==> config.mk <==
export PLATFORM = sky130hd
export DESIGN_NAME = buzzer_beep_pattern_sequencer_top
export DESIGN_NICKNAME = d
export VERILOG_FILES = /design/src/hdl/bbps_pkg.sv /design/src/hdl/bbps_core.sv /design/src/hdl/buzzer_beep_pattern_sequencer_top.sv
export SDC_FILE = /design/constraint.sdc
export NUM_CORES = 1
export LEC_CHECK = 0
export BUFFER_PORTS_ARGS = -buffer_cell sky130_fd_sc_hd__buf_2
export CORE_MARGIN = 3
export CORE_UTILIZATION = 55
export CTS_BUF_LIST = sky130_fd_sc_hd__clkbuf_4 sky130_fd_sc_hd__clkbuf_8
export CTS_CLUSTER_SIZE = 28
export DETAILED_ROUTE_END_ITERATION = 8
export PLACE_DENSITY = 0.79
export SYNTH_ARGS = -nofsm -noshare
export SYNTH_HDL_FRONTEND = slang
export SYNTH_SLANG_ARGS = --single-unit
==> constraint.sdc <==
create_clock -name clk -period 4.2 [get_ports clk]
set_clock_uncertainty 0.1 [all_clocks]
set_input_delay 0.84 -clock clk [delete_from_list [all_inputs] [get_ports clk]]
set_output_delay 0.84 -clock clk [all_outputs]
set_load 0.005 [all_outputs]
==> src/hdl/bbps_pkg.sv <==
// Shared types and constants for the buzzer beep pattern sequencer.
package bbps_pkg;

	localparam int DUR_W          = 16;
	localparam int COUNT_W        = 8;
	localparam int INPUT_SEGMENTS = 6;

	typedef enum logic [1:0] {
		MODE_TICK    = 2'd0,
		MODE_BEEPS   = 2'd1,
		MODE_PATTERN = 2'd2,
		MODE_LEVEL   = 2'd3
	} mode_t;

	typedef logic [DUR_W-1:0]   dur_t;
	typedef logic [COUNT_W-1:0] count_t;

	typedef struct packed {
		mode_t  mode;
		dur_t   elapsed_ms;
		logic   drive_level;
		count_t repeat_count;
		dur_t   beep_on_ms;
		dur_t   beep_off_ms;
		dur_t   first_on_ms;
		dur_t   first_off_ms;
		dur_t   second_on_ms;
		dur_t   second_off_ms;
		dur_t   third_on_ms;
		dur_t   third_off_ms;
	} cmd_t;

	typedef struct packed {
		logic buzzer_on;
		logic busy_res;
	} rsp_t;

endpackage

==> src/hdl/bbps_core.sv <==
// Sequencer state and per-transaction next-state logic.
module bbps_core import bbps_pkg::*; #(
	parameter int PATTERN_SEGMENTS = 6
) (
	input  logic clk,
	input  logic arst_n,
	input  logic step,
	input  cmd_t item,
	output rsp_t res
);

	localparam int PH_W  = $clog2(PATTERN_SEGMENTS + 2);
	localparam int SEG_W = $clog2(PATTERN_SEGMENTS);

	typedef enum logic [1:0] {
		KIND_IDLE    = 2'd0,
		KIND_BEEPS   = 2'd1,
		KIND_PATTERN = 2'd2
	} kind_t;

	kind_t             kind_q, kind_d;
	logic [PH_W-1:0]   phase_q, phase_d;
	dur_t              cnt_q, cnt_d;
	count_t            beeps_q, beeps_d;
	dur_t              on_q, on_d;
	dur_t              off_q, off_d;
	logic              level_q, level_d;
	dur_t              seg_q [PATTERN_SEGMENTS];
	logic              seg_load;

	dur_t              in_seg [INPUT_SEGMENTS];
	dur_t              load_seg [PATTERN_SEGMENTS];
	dur_t              sum;
	logic [PH_W-1:0]   idx;

	assign in_seg[0] = item.first_on_ms;
	assign in_seg[1] = item.first_off_ms;
	assign in_seg[2] = item.second_on_ms;
	assign in_seg[3] = item.second_off_ms;
	assign in_seg[4] = item.third_on_ms;
	assign in_seg[5] = item.third_off_ms;

	// segments past the six inputs load as zero
	for (genvar g = 0; g < PATTERN_SEGMENTS; g++) begin : g_load
		if (g < INPUT_SEGMENTS) begin : g_in
			assign load_seg[g] = in_seg[g];
		end else begin : g_zero
			assign load_seg[g] = '0;
		end
	end

	assign sum = cnt_q + item.elapsed_ms;
	assign idx = phase_q - PH_W'(1);

	always_comb begin
		kind_d   = kind_q;
		phase_d  = phase_q;
		cnt_d    = cnt_q;
		beeps_d  = beeps_q;
		on_d     = on_q;
		off_d    = off_q;
		level_d  = level_q;
		seg_load = 1'b0;
		case (item.mode)
			MODE_TICK: begin
				if (kind_q != KIND_IDLE) begin
					cnt_d = sum;
					case (kind_q)
						KIND_BEEPS: begin
							if (phase_q == '0) begin
								if (beeps_q == '0) begin
									kind_d  = KIND_IDLE;
									phase_d = '0;
									cnt_d   = '0;
									level_d = 1'b0;
								end else begin
									phase_d = PH_W'(1);
									level_d = 1'b1;
								end
							end else if (phase_q == PH_W'(1)) begin
								if (sum >= on_q) begin
									phase_d = PH_W'(2);
									cnt_d   = '0;
									level_d = 1'b0;
								end
							end else if (phase_q == PH_W'(2)) begin
								if (sum >= off_q) begin
									phase_d = '0;
									cnt_d   = '0;
									if (beeps_q != '0)
										beeps_d = beeps_q - COUNT_W'(1);
								end
							end else begin
								kind_d  = KIND_IDLE;
								phase_d = '0;
								cnt_d   = '0;
								level_d = 1'b0;
							end
						end
						KIND_PATTERN: begin
							if (phase_q == '0) begin
								phase_d = PH_W'(1);
								cnt_d   = '0;
								level_d = 1'b1;
							end else if (idx >= PH_W'(PATTERN_SEGMENTS)) begin
								kind_d  = KIND_IDLE;
								phase_d = '0;
								cnt_d   = '0;
								level_d = 1'b0;
							end else if (sum >= seg_q[idx[SEG_W-1:0]]) begin
								phase_d = phase_q + PH_W'(1);
								cnt_d   = '0;
								level_d = ~phase_q[0];
							end
						end
						default: begin
							kind_d  = KIND_IDLE;
							phase_d = '0;
							cnt_d   = '0;
							level_d = 1'b0;
						end
					endcase
				end
			end
			MODE_BEEPS: begin
				if (kind_q == KIND_IDLE) begin
					beeps_d = item.repeat_count;
					on_d    = item.beep_on_ms;
					off_d   = item.beep_off_ms;
					kind_d  = KIND_BEEPS;
					phase_d = '0;
					cnt_d   = '0;
				end
			end
			MODE_PATTERN: begin
				if (kind_q == KIND_IDLE) begin
					seg_load = 1'b1;
					kind_d   = KIND_PATTERN;
					phase_d  = '0;
					cnt_d    = '0;
				end
			end
			MODE_LEVEL: level_d = item.drive_level;
			default: ;
		endcase
	end

	assign res.buzzer_on = level_d;
	assign res.busy_res  = (kind_d != KIND_IDLE);

	always_ff @(posedge clk or negedge arst_n) begin
		if (!arst_n) begin
			kind_q  <= KIND_IDLE;
			phase_q <= '0;
			cnt_q   <= '0;
			beeps_q <= '0;
			on_q    <= '0;
			off_q   <= '0;
			level_q <= 1'b0;
			for (int i = 0; i < PATTERN_SEGMENTS; i++)
				seg_q[i] <= '0;
		end else if (step) begin
			kind_q  <= kind_d;
			phase_q <= phase_d;
			cnt_q   <= cnt_d;
			beeps_q <= beeps_d;
			on_q    <= on_d;
			off_q   <= off_d;
			level_q <= level_d;
			if (seg_load) begin
				for (int i = 0; i < PATTERN_SEGMENTS; i++)
					seg_q[i] <= load_seg[i];
			end
		end
	end

	// idle always parks phase and counter at zero
	a_idle_clear: assert property (@(posedge clk) disable iff (!arst_n)
		kind_q == KIND_IDLE |-> phase_q == '0 && cnt_q == '0)
		else $error("idle with nonzero phase or counter");

	// beep mode never leaves its three phases
	a_beep_phase: assert property (@(posedge clk) disable iff (!arst_n)
		kind_q == KIND_BEEPS |-> phase_q <= PH_W'(2))
		else $error("beep phase out of range");

	// a tick while idle changes nothing
	a_idle_tick: assert property (@(posedge clk) disable iff (!arst_n)
		step && item.mode == MODE_TICK && kind_q == KIND_IDLE
		|=> kind_q == KIND_IDLE && $stable(level_q))
		else $error("tick while idle changed state");

	// a start while busy is dropped
	a_busy_start: assert property (@(posedge clk) disable iff (!arst_n)
		step && kind_q != KIND_IDLE && (item.mode == MODE_BEEPS || item.mode == MODE_PATTERN)
		|=> $stable(kind_q) && $stable(beeps_q) && $stable(phase_q))
		else $error("start accepted while busy");

	// state holds between transactions
	a_hold: assert property (@(posedge clk) disable iff (!arst_n)
		!step |=> $stable(kind_q) && $stable(cnt_q) && $stable(level_q))
		else $error("state moved without a transaction");

endmodule

==> src/hdl/buzzer_beep_pattern_sequencer_top.sv <==
// Top level: input stage, sequencer core and result register.
// Timing: an accepted command is held in the input stage until the result register has
// room; its result then loads into the result register, which raises rsp_valid.
// Throughput: one command per cycle from the combinational next-state update; input
// stalls only while the stage holds a command and a result waits with rsp_ready low.
// Reset: arst_n idles the sequencer, silences the buzzer and empties both registers.
module buzzer_beep_pattern_sequencer_top import bbps_pkg::*; #(
	parameter int PATTERN_SEGMENTS = 6
) (
	input  logic clk,
	input  logic arst_n,
	input  logic cmd_valid,
	output logic cmd_ready,
	input  cmd_t cmd,
	output logic rsp_valid,
	input  logic rsp_ready,
	output rsp_t rsp
);

	// Input stage: one command held here until the result register has room.
	logic valid_s1;
	cmd_t cmd_s1;

	// Result register: decouples the downstream stall from the input side.
	logic rsp_valid_q;
	rsp_t rsp_q;

	// Core result for the command in the input stage.
	rsp_t core_res;

	// adv: the command in the input stage is executed this cycle. It updates
	// the sequencer state and its result lands in the result register.
	logic adv;

	assign adv       = valid_s1 && (!rsp_valid_q || rsp_ready);
	// A new transaction is taken while the stage is empty or draining, so a
	// waiting result blocks the input only once the stage is occupied too.
	assign cmd_ready = !valid_s1 || adv;

	always_ff @(posedge clk or negedge arst_n) begin
		if (!arst_n) begin
			valid_s1 <= 1'b0;
		end else if (cmd_ready) begin
			valid_s1 <= cmd_valid;
		end
	end

	always_ff @(posedge clk) begin
		if (cmd_valid && cmd_ready)
			cmd_s1 <= cmd;
	end

	// Sequencer: all state updates happen here, one command per adv pulse,
	// in acceptance order.
	bbps_core #(
		.PATTERN_SEGMENTS(PATTERN_SEGMENTS)
	) u_core (
		.clk   (clk),
		.arst_n(arst_n),
		.step  (adv),
		.item  (cmd_s1),
		.res   (core_res)
	);

	always_ff @(posedge clk or negedge arst_n) begin
		if (!arst_n) begin
			rsp_valid_q <= 1'b0;
		end else if (adv) begin
			rsp_valid_q <= 1'b1;
		end else if (rsp_ready) begin
			rsp_valid_q <= 1'b0;
		end
	end

	always_ff @(posedge clk) begin
		if (adv)
			rsp_q <= core_res;
	end

	assign rsp_valid = rsp_valid_q;
	assign rsp       = rsp_q;

endmodule
======== After elaboration in Yosys (flattened, before gate mapping) ========
Cells that the tools add are included.
storage, ports and cells
  bits in registers ....................... 317
  bits of input ports ..................... 159
  output and inout bits ................... 4
  logic and storage cells ................. 145
operators by class
  add/subtract/negate cells ............... 4
  order comparisons ....................... 5
  equality and inequality tests ........... 19
  multiplexer cells ....................... 64
  bitwise logic cells ..................... 2
  reductions and logical operators ........ 22
operator list
  kind                 count
  $mux 16              13
  $mux 8               8
  $pmux 16 s2          2
  $bmux 16 s3          1
  $ge 16x16->1         3
  $mux 3               10
  $mux 2               9
  $add 16x16->16       1
  $pmux 8 s2           1
  $mux 1               14
  $ne 2x1->1 const B   6
  $pmux 3 s2           2
  $reduce_and 10->1    1
  $reduce_bool 2->1    5
  $logic_not 8->1      1
  $reduce_bool 8->1    1
  $sub 8x1->8 const B  1
  $reduce_and 7->1     1
  $eq 2x2->1 const B   3
  $ne 2x2->1 const B   3
  $ne 6x5->1 const B   1
  $pmux 2 s3           1
  $ne 5x2->1 const B   1
  $ne 5x5->1 const B   1
  other kinds (20)     26

======== Longest topological paths before layout ========
Gate-level depths: netlist (run 1).
  depth after elaboration ................. 12
  mapped depth ............................ 20
  depth with buffers taken out ............ 19

======== Cells and area by module ========
From an unflattened synthesis (run 1), not the netlist that was laid out.
unflattened totals
  cell total of the unflattened synthesis .. 986
  area, all modules ....................... 14078.5 um^2
by module, submodules not included
  module                             times used  cells an instance  area each (um^2)  sequential area each (um^2)
  bbps_core                          1           821                9260.1            3953.8
  buzzer_beep_pattern_sequencer_top  1           165                4818.4            4764.6

======== Worst setup path after synthesis (run 1) ========
OpenSTA, ideal clock, no wires.
  path type ............................... input port to flip-flop
  from .................................... input port rsp_ready
  to ...................................... register cmd_s1[0] in the netlist's numbering (enable)
  setup time .............................. 534 ps
  arrival ................................. 4570 ps
  data required time ...................... 3566 ps
  slack ................................... -1004 ps
  stages .................................. 2
  path buffers ............................ 0
  path through ............................ nand3b_1 > and2_1
between the ends
  longest elaborated chain between the ends .. 4
ends and longest elaborated chain
  element               line                                     text
  from (decl)           buzzer_beep_pattern_sequencer_top.sv:16  input logic rsp_ready,
  $logic_or 1x1->1      buzzer_beep_pattern_sequencer_top.sv:35  assign adv = valid_s1 && (!rsp_valid_q || rsp_ready);
  $logic_and 1x1->1     buzzer_beep_pattern_sequencer_top.sv:35
  $logic_or 1x1->1      buzzer_beep_pattern_sequencer_top.sv:38  assign cmd_ready = !valid_s1 || adv;
  $logic_and 1x1->1     buzzer_beep_pattern_sequencer_top.sv:49  if (cmd_valid && cmd_ready)
  to (signal assigned)  buzzer_beep_pattern_sequencer_top.sv:50  cmd_s1 <= cmd;
  to (decl)             buzzer_beep_pattern_sequencer_top.sv:22  cmd_t cmd_s1;
Every way passes these cells.
A chain may end at the register's enable or synchronous reset.

======== Final worst setup path (run 1) ========
  from .................................... register cmd_s1[137] in the netlist's numbering
  to ...................................... register u_core.phase_q[2]
between the ends
  longest elaborated chain between the ends .. 4
  elaborated cells between the ends (all ways) .. 8
  those cells by class .................... 1 x add/sub; 3 x order compare; 3 x eq/ne; 1 x reduce/logical
ends and longest elaborated chain
  element                                                    line                                                text
  $add 16x16->16 *                                           bbps_core.sv:52                                     assign sum = cnt_q + item.elapsed_ms;
  $ge 16x16->1 (on tied branches)                            bbps_core.sv:87, bbps_core.sv:81, bbps_core.sv:110
  $ne 6x5->1 (no source line), or another cell as far along  -
  $reduce_and 7->1 (no source line) *                        -
  to (signal assigned)                                       bbps_core.sv:164                                    phase_q <= phase_d;
  to (decl)                                                  bbps_core.sv:22                                     logic [PH_W-1:0] phase_q, phase_d;
Mark *: on every way between the ends. The rest lies on a longest branch, timed or not.

==> results of run 1 <==
[metrics by stage]
stage	std cells	util, %
global route	1570	69.4
CTS	1563	68.0
global placement	1460	63.1
floorplan	955	-
finish	1570	69.4
detailed placement	1460	63.1
[placed cells by master (no fill, tap or decap), drive strengths merged, types with 5 or more instances in the layout]
cell type	instances
buf	226
dfrtp	160
edfxtp	157
mux2	129
ha	80
clkbuf	73
inv	60
nor2	48
o21ai	30
a21oi	29
nand2	23
a22o	18
mux2i	17
clkinv	17
mux4	16
a22oi	15
nand3	13
nand2b	11
xnor2	11
a211oi	11
a21o	7
nor3	7
a31oi	6
or3	6
o21a	5
nand4	5
nand3b	5
o211ai	5
[power by group]
part / total [uW] / internal, uW / leakage [uW] / switching, uW
logic: 4010 / 1960 / 0.00328 / 2060
clock network: 2630 / 1430 / 0.000558 / 1200
registers: 4430 / 4040 / 0.00351 / 390
total: 11100 / 7430 / 0.00734 / 3640
[flip-flops by register name, summed over array words and instances (netlist names), 2 cells and up]
name and count:
cmd_s1 155, u_core.seg_q 96, u_core.cnt_q 16, u_core.off_q 16, u_core.on_q 16, u_core.beeps_q 8
u_core.phase_q 3, rsp 2, u_core.kind_q 2
[layout make-up]
cell class | count | area, um^2
inverters | 57 | 214
flip-flops and latches | 317 | 8720
well taps | 324 | 405
repair buffers | 226 | 1380
clock buffers | 73 | 880
fillers | 1721 | 7550
clock inverters | 21 | 153
multi-input cells | 552 | 5380
[worst max path at each step]
stage | startpoint | end | slack [ns] | depth (start not counted)
global route | cmd_s1[137] | u_core.phase_q[2] | -0.42 | 23
global placement | cmd_s1[137] | u_core.cnt_q[0] | -0.11 | 20
detailed placement | cmd_s1[137] | u_core.beeps_q[5] | -0.33 | 21
CTS | cmd_s1[137] | u_core.cnt_q[0] | -0.03 | 20
finish | cmd_s1[137] | u_core.phase_q[2] | -0.24 | 23
floorplan | u_core.cnt_q[0] | u_core.cnt_q[14] | -0.07 | 19
[repair_timing]
item,4_1_cts,5_1_grt
gates resized for setup,22,51
setup buffers,10,8
setup endpoints to repair,29,29
hold endpoints to repair,0,0
pin swaps,16,20
[routing by layer]
metal / share of wire (%) / vias to the layer above / GRT usage, %
met2: 49 / 313 / 35.9
li1: - / 4103 / -
met3: 6.4 / 62 / 3.87
met1: 42 / 4341 / 31.0
met5: 0 / - / 0
met4: 2.6 / 0 / 6.47
[worst max-delay path, stage by stage, from the launching register on]
cell,delay [ns]
edfxtp_1,0.37
ha_2,0.20
inv_2,0.05
fa_2,0.22
nor2b_4,0.05
o31a_1,0.26
o211ai_1,0.27
a211oi_2,0.14
o41ai_2,0.37
buf_4,0.21
nand3_4,0.08
o311ai_4,0.11
ha_1,0.30
a22o_1,0.25
nor4_4,0.17
o21ai_2,0.11
a21oi_4,0.19
buf_4,0.16
o2111ai_4,0.13
o311ai_4,0.14
nor2_2,0.09
buf_4,0.15
buf_4,0.12
o22ai_2,0.13
[Yosys cell counts, types with 3 or more instances]
| library cell | count |
|---|---|
| dfrtp_1 | 160 |
| edfxtp_1 | 157 |
| mux2_2 | 128 |
| ha_1 | 80 |
| inv_1 | 54 |
| nor2_1 | 48 |
| a21oi_1 | 28 |
| nand2_1 | 23 |
| clkbuf_1 | 20 |
| o21ai_0 | 19 |
| a22o_1 | 18 |
| mux2i_1 | 17 |
| mux4_2 | 16 |
| a22oi_1 | 15 |
| nand3_1 | 13 |
| nand2b_1 | 11 |
| o21ai_1 | 11 |
| xnor2_1 | 11 |
| a211oi_1 | 10 |
| a21o_1 | 7 |
| buf_1 | 7 |
| nor3_1 | 7 |
| a31oi_1 | 6 |
| or3_1 | 6 |
| nand3b_1 | 5 |
| nand4_1 | 5 |
| o21a_1 | 5 |
| a221oi_1 | 4 |
| and3_1 | 4 |
| and2_1 | 3 |
| inv_2 | 3 |
| nor2b_1 | 3 |
| o211ai_1 | 3 |
| o21bai_1 | 3 |
| o311ai_1 | 3 |
| o31ai_1 | 3 |
[cell families after synthesis]
family                     after synthesis  synth area share [%]
and+or+nand+nor                        137                  4.92
DFF                                    317                  62.3
adders and majority gates               81                  7.29
AOI/OAI and AO/OA                      160                  8.24
muxes                                  162                  14.2
xor gates and xnor gates                12                 0.751
buffers and inverters                   86                  2.37
==> reports/metrics.sh, run 1 <==
FINAL.MIN_CLOCK_PERIOD_NS=4.44
CLOCK-ROOT-BUFFER='clkbuf_8'
DIE_AREA_UM2=27400
SYNTH.TOP_CELLS.BY_AREA='edfxtp_1 34%, dfrtp_1 29%, mux2_2 10%'
NUMBER_OF_REGISTER_BITS_INFERRED_BY_SYNTHESIS=317
CTS-ROOT-TO-SINK-BUFFERS=3
WORST-R2R-CELL-COUNT=23
SETUP_SLACK_NS=-0.244
SETUP_VIOL=29
POSTROUTEANTENNANETS=0
POST-DP-HPWL_UM=20500
ROUTED_WL_UM=30300
DRIVE_ABOVE_1_SHARE_PCT=42.7
SYNTH_NETS=1195
INITIAL_ANTENNA_VIOLATION_COUNT=0
POST_SYNTH_NUM_CELL_TYPES=66
UNREPAIRED_SETUP_ENDPOINTS_AFTER_GLOBAL_ROUTING='true'
VIAS_IN_THE_FIRST_GLOBAL_ROUTE=9134
RUN_STATUS='finished, violations left'
NETS=1444
H-TREE-DEPTH=2
BOUNDARYPINS=163
FP.COREAREA_UM2=24700
DPL_WORST_SLACK_NS=-0.333
CTS_TREE='done'
WORSTMARGINPINSLEW_NS=1.16
WORST-R2R-SETUP-SLACK_NS=-0.24
SYNTH_WARNINGS=0
FLOORPLAN.INITIALDENSITY_PCT=56.7
WIRE_PER_INST_UM=19.3
AVGSYNTHCELLAREA_UM2=14.7
GRT_START_MAX_NET_PINS=87
CTS.REPORTEDPATHS.CLKPINSLEW_NS=0.06
CONGESTION_OVERFLOW_GR=0
REGTOREGENDPOINT='u_core.phase_q[2]'
CTS.HOLD.BUFFERS_ADDED=0
FINALCRITPERIODSHARE_PCT=106
NETLIST_INSTANCES=955
SYNTH-SEQ-AREA-SHARE_PCT=62.3
FIRST_PASS_GRT_WIRE_LENGTH_UM=47300
MAXCLOCKFREQUENCY_MHz=225
VIASPERCELL=5.62
POWER_DENSITY_nW_PER_UM2=646
TIMING_HOLD_VIOLATIONS_FINAL=0
CTS_BUFFERS=50
FLOORPLAN.ROWS=57
REG_TO_REG_CRITICAL_PATH_STARTPOINT='cmd_s1[137]'
NUMBER_OF_SYNTHESIZED_FLOPS_WITH_AN_ENABLE_PIN=157
FINAL_WEIGHTED_CONGESTION_IN_ROUTABILITY_DRIVEN_PLACEMENT=0.907
NUMBER_OF_DETAILED_ROUTE_ITERATIONS_IN_THE_FIRST_PASS=5
VIOLATIONS='setup timing'
PLACE.PORT_BUFFERS=162
SYNTHFLOPTYPE='dfrtp_1'
YOSYS.AREA.TOP_TYPE_SHARE_PCT=33.7
DETAIL_ROUTE.DRC_VIOLATIONS=0
WORST_SETUP_PATH_END_KIND='register'
MAX_CAP_VIOLATIONS=0
ASYNC_FLOP_SHARE_PCT=50.5
DIE_WIDTH_UM=166
DR.FIRST_ITER.DRC_COUNT=639
SLEW-LIMIT-HEADROOM_PCT=22.8
CRITICAL_PATH.MAX_FANOUT=3
WORST-ENDPOINT-ARRIVAL_NS=4.83
DIE_H_UM=166
REPORT.POWER.TOTAL_uW=11100
CTS_SINKS=317
CLOCK_LATENCY_NS=0.59
VDD_DROP_MAX_V=0.000359
INSERTEDDIODECOUNT=0
CRITICAL_PATH_REQUIRED_NS=4.59
SYNTH_AREA_UM2=14000
GROUTE.USAGE.OVERALL_PCT=22.1
P_LEAK_uW=0.00734
SYN_TO_FINAL_GROWTH_PCT=22.3
DPL-INSTANCE-AREA_UM2=15600
HOLD-WORST-SLACK_NS=0.214
FIN_SETUP_TNS_NS=-4.49
MIN_PATH_TYPE='input port to async pin'
TIMING.CRITICAL_PATH.FROM_TYPE='register'
DETAILROUTE.VIA_COUNT=8819
WORST-SETUP-PATH-TYPE='register to register'
YOSYS.AREA.TOP_TYPE='edfxtp_1'
MAXSLEWVIOLCOUNT=0
LAYOUT.CELL_AREA.NON_FILLER_UM2=17100
Power figures use the tool's default switching activity.
==> inputs of run 2 (changes only) <==
--- a/config.mk
+++ b/config.mk
@@ -11,7 +11,9 @@
 export CTS_BUF_LIST = sky130_fd_sc_hd__clkbuf_4 sky130_fd_sc_hd__clkbuf_8
 export CTS_CLUSTER_SIZE = 28
 export DETAILED_ROUTE_END_ITERATION = 8
-export PLACE_DENSITY = 0.79
+export GPL_ROUTABILITY_DRIVEN = 0
+export PLACE_DENSITY = 0.78
+export SETUP_SLACK_MARGIN = 0.4
 export SYNTH_ARGS = -nofsm -noshare
 export SYNTH_HDL_FRONTEND = slang
 export SYNTH_SLANG_ARGS = --single-unit
==> run 2 against run 1 <==
  * The flow still finishes with violations (setup timing)
  * Die area unchanged
  * Global-route usage is 0.15 points lower
  * Wire length is 0.80% lower
  * Maximum frequency decreased by 1.4%
  * First-iteration DRC count decreased by 4.4%
  * Final area is 0.34% higher
  * Power up 1.3%
  * Sequential power is essentially flat
  * Final cell count grew 0.45%
  * Critical path depth down 2
  * Clock-buffer cell count is 4 lower
  * Critical path type unchanged
  * Largest cell class unchanged
==> reports/metrics.sh, run 2 (synthesis gave the netlist of run 1 again) <==
CTS.HOLD.BUFFERS_ADDED=0
POWER_DENSITY_nW_PER_UM2=653
VDD_DROP_MAX_V=0.000362
SLEW-LIMIT-HEADROOM_PCT=28.6
PLACE.PORT_BUFFERS=162
CTS_TREE='done'
MIN_PATH_TYPE='input port to async pin'
WORST-R2R-SETUP-SLACK_NS=-0.31
SETUP_VIOL=29
POST-DP-HPWL_UM=19900
TIMING_HOLD_VIOLATIONS_FINAL=0
LARGEST_REGISTER_FF_COUNT=155
DR.FIRST_ITER.DRC_COUNT=611
H-TREE-DEPTH=2
DETAILROUTE.VIA_COUNT=8766
REGTOREGENDPOINT='u_core.cnt_q[6]'
FP.COREAREA_UM2=24700
FLOORPLAN.ROWS=57
GROUTE.USAGE.OVERALL_PCT=22.0
CLOCK_LATENCY_NS=0.58
DIE_AREA_UM2=27400
LARGEST-REGISTER='cmd_s1'
HOLD-WORST-SLACK_NS=0.133
CTS_BUFFERS=51
SYN_TO_FINAL_GROWTH_PCT=22.8
CONGESTION_OVERFLOW_GR=0
FINALCOREUTILIZATION_PCT=69.7
MAXSLEWVIOLCOUNT=0
WORSTMARGINPINSLEW_NS=1.07
DRIVE_ABOVE_1_SHARE_PCT=41.6
INITIAL_ANTENNA_VIOLATION_COUNT=1
MAX_CAP_VIOLATIONS=0
VIASPERCELL=5.56
CTS_SINKS=317
WORST-ENDPOINT-ARRIVAL_NS=4.87
FIN_SETUP_TNS_NS=-6.65
CRITICAL_PATH_REQUIRED_NS=4.56
NETS=1449
RUN_STATUS='finished, violations left'
REGISTERS_WITH_THE_HIGHEST_FLIP_FLOP_COUNTS='cmd_s1 (155), u_core.seg_q (96)'
DETAIL_ROUTE.DRC_VIOLATIONS=0
FLOORPLAN.INITIALDENSITY_PCT=56.7
VIOLATIONS='setup timing'
WIRE_PER_INST_UM=19.0
REPORT.POWER.TOTAL_uW=11200
CTS.REPORTEDPATHS.CLKPINSLEW_NS=0.06
FIN_CELLS=1577
FINALCRITPERIODSHARE_PCT=107
FINAL.MIN_CLOCK_PERIOD_NS=4.51
UNREPAIRED_SETUP_ENDPOINTS_AFTER_GLOBAL_ROUTING='true'
MOSTFREQUENTLAYOUTCELL='buf_2'
NUMBER_OF_DETAILED_ROUTE_ITERATIONS_IN_THE_FIRST_PASS=5
CLOCK-ROOT-BUFFER='clkbuf_8'
ROUTED_WL_UM=30000
P_LEAK_uW=0.00739
MOSTFREQUENTLAYOUTCELLS='161 x buf_2, 159 x dfrtp_1, 157 x edfxtp_1'
MAXCLOCKFREQUENCY_MHz=222
DIE_H_UM=166
BOUNDARYPINS=163
WORST-R2R-CELL-COUNT=21
DIE_WIDTH_UM=166
GRT_START_MAX_NET_PINS=156
SETUP_SLACK_NS=-0.308
REG_TO_REG_CRITICAL_PATH_STARTPOINT='u_core.cnt_q[0]'
WORST_SETUP_PATH_END_KIND='register'
WORST-SETUP-PATH-TYPE='register to register'
VIAS_IN_THE_FIRST_GLOBAL_ROUTE=9226
POSTROUTEANTENNANETS=0
CRITICAL_PATH.MAX_FANOUT=8
TIMING.CRITICAL_PATH.FROM_TYPE='register'
PLACED_CELLS=1466
FIRST_PASS_GRT_WIRE_LENGTH_UM=46500
CTS-ROOT-TO-SINK-BUFFERS=3
-- run 2: cell types whose count changed in the layout (fill, tap and decap cells not counted), moves of 4 or more --
cell | before | now
clkbuf_4 | 20 | 11
clkbuf_8 | 53 | 58
clkinv_2 | 9 | 5
buf_6 | 5 | 10
-- run 2: how the worst max path moves through the flow --
stage / startpoint / endpoint / cells after the start
floorplan: u_core.cnt_q[0] / u_core.cnt_q[14] / 19
global placement: cmd_s1[138] / u_core.cnt_q[7] / 17
detailed placement: u_core.cnt_q[0] / u_core.beeps_q[0] / 20
CTS: u_core.cnt_q[0] / u_core.cnt_q[0] / 21
global route: u_core.cnt_q[0] / u_core.cnt_q[2] / 21
finish: u_core.cnt_q[0] / u_core.cnt_q[6] / 21
-- run 2: what timing repair did --
item                       in CTS  in global routing
cloned                          0                  1
setup buffers                   9                  4
gates resized for setup        36                 14
pin swaps                      30                  4
setup endpoints to repair      29                 29
hold endpoints to repair        0                  0
-- run 2: metal layers --
layer	track usage, %	wire length (um)
met5	0	0
met1	28.2	12300
met3	3.84	1650
met2	37.1	14900
met4	9.34	1100
-- run 2: cell type report --
type                    count  area (um^2)
repair buffers            230         1450
clock buffers              69          881
fillers                  1710         7490
well taps                 324          405
flip-flops and latches    317         8720
multi-input cells         552         5250
clock inverters            27          260
diodes                      1         2.50
inverters                  57          214
-- run 2: where the power goes --
group	internal [uW]	switching [uW]	leakage (uW)
Combinational	1950	1980	0.00329
Sequential	4040	394	0.00351
Clock	1630	1210	0.000588
-- run 2: critical path: stages, from the launching register on --
cell	delay (ns)
dfrtp_1	0.39
ha_2	0.20
inv_2	0.05
fa_2	0.20
nor2b_2	0.05
o31a_1	0.26
o211ai_1	0.27
a211oi_2	0.15
o41ai_2	0.36
buf_4	0.19
o311ai_4	0.13
buf_6	0.17
ha_4	0.26
and3_4	0.18
o21ai_2	0.06
or3_4	0.34
o211ai_4	0.24
o2111a_2	0.24
nor4_4	0.05
buf_4	0.19
clkbuf_16	0.16
a22o_1	0.17
-- run 2: metrics by stage --
step | instance area, um^2 | setup slack [ns]
floorplan | 14100 | -0.0616
global placement | 15700 | -0.269
detailed placement | 15700 | -0.372
CTS | 17100 | -0.113
global route | 17200 | -0.495
finish | 17200 | -0.308
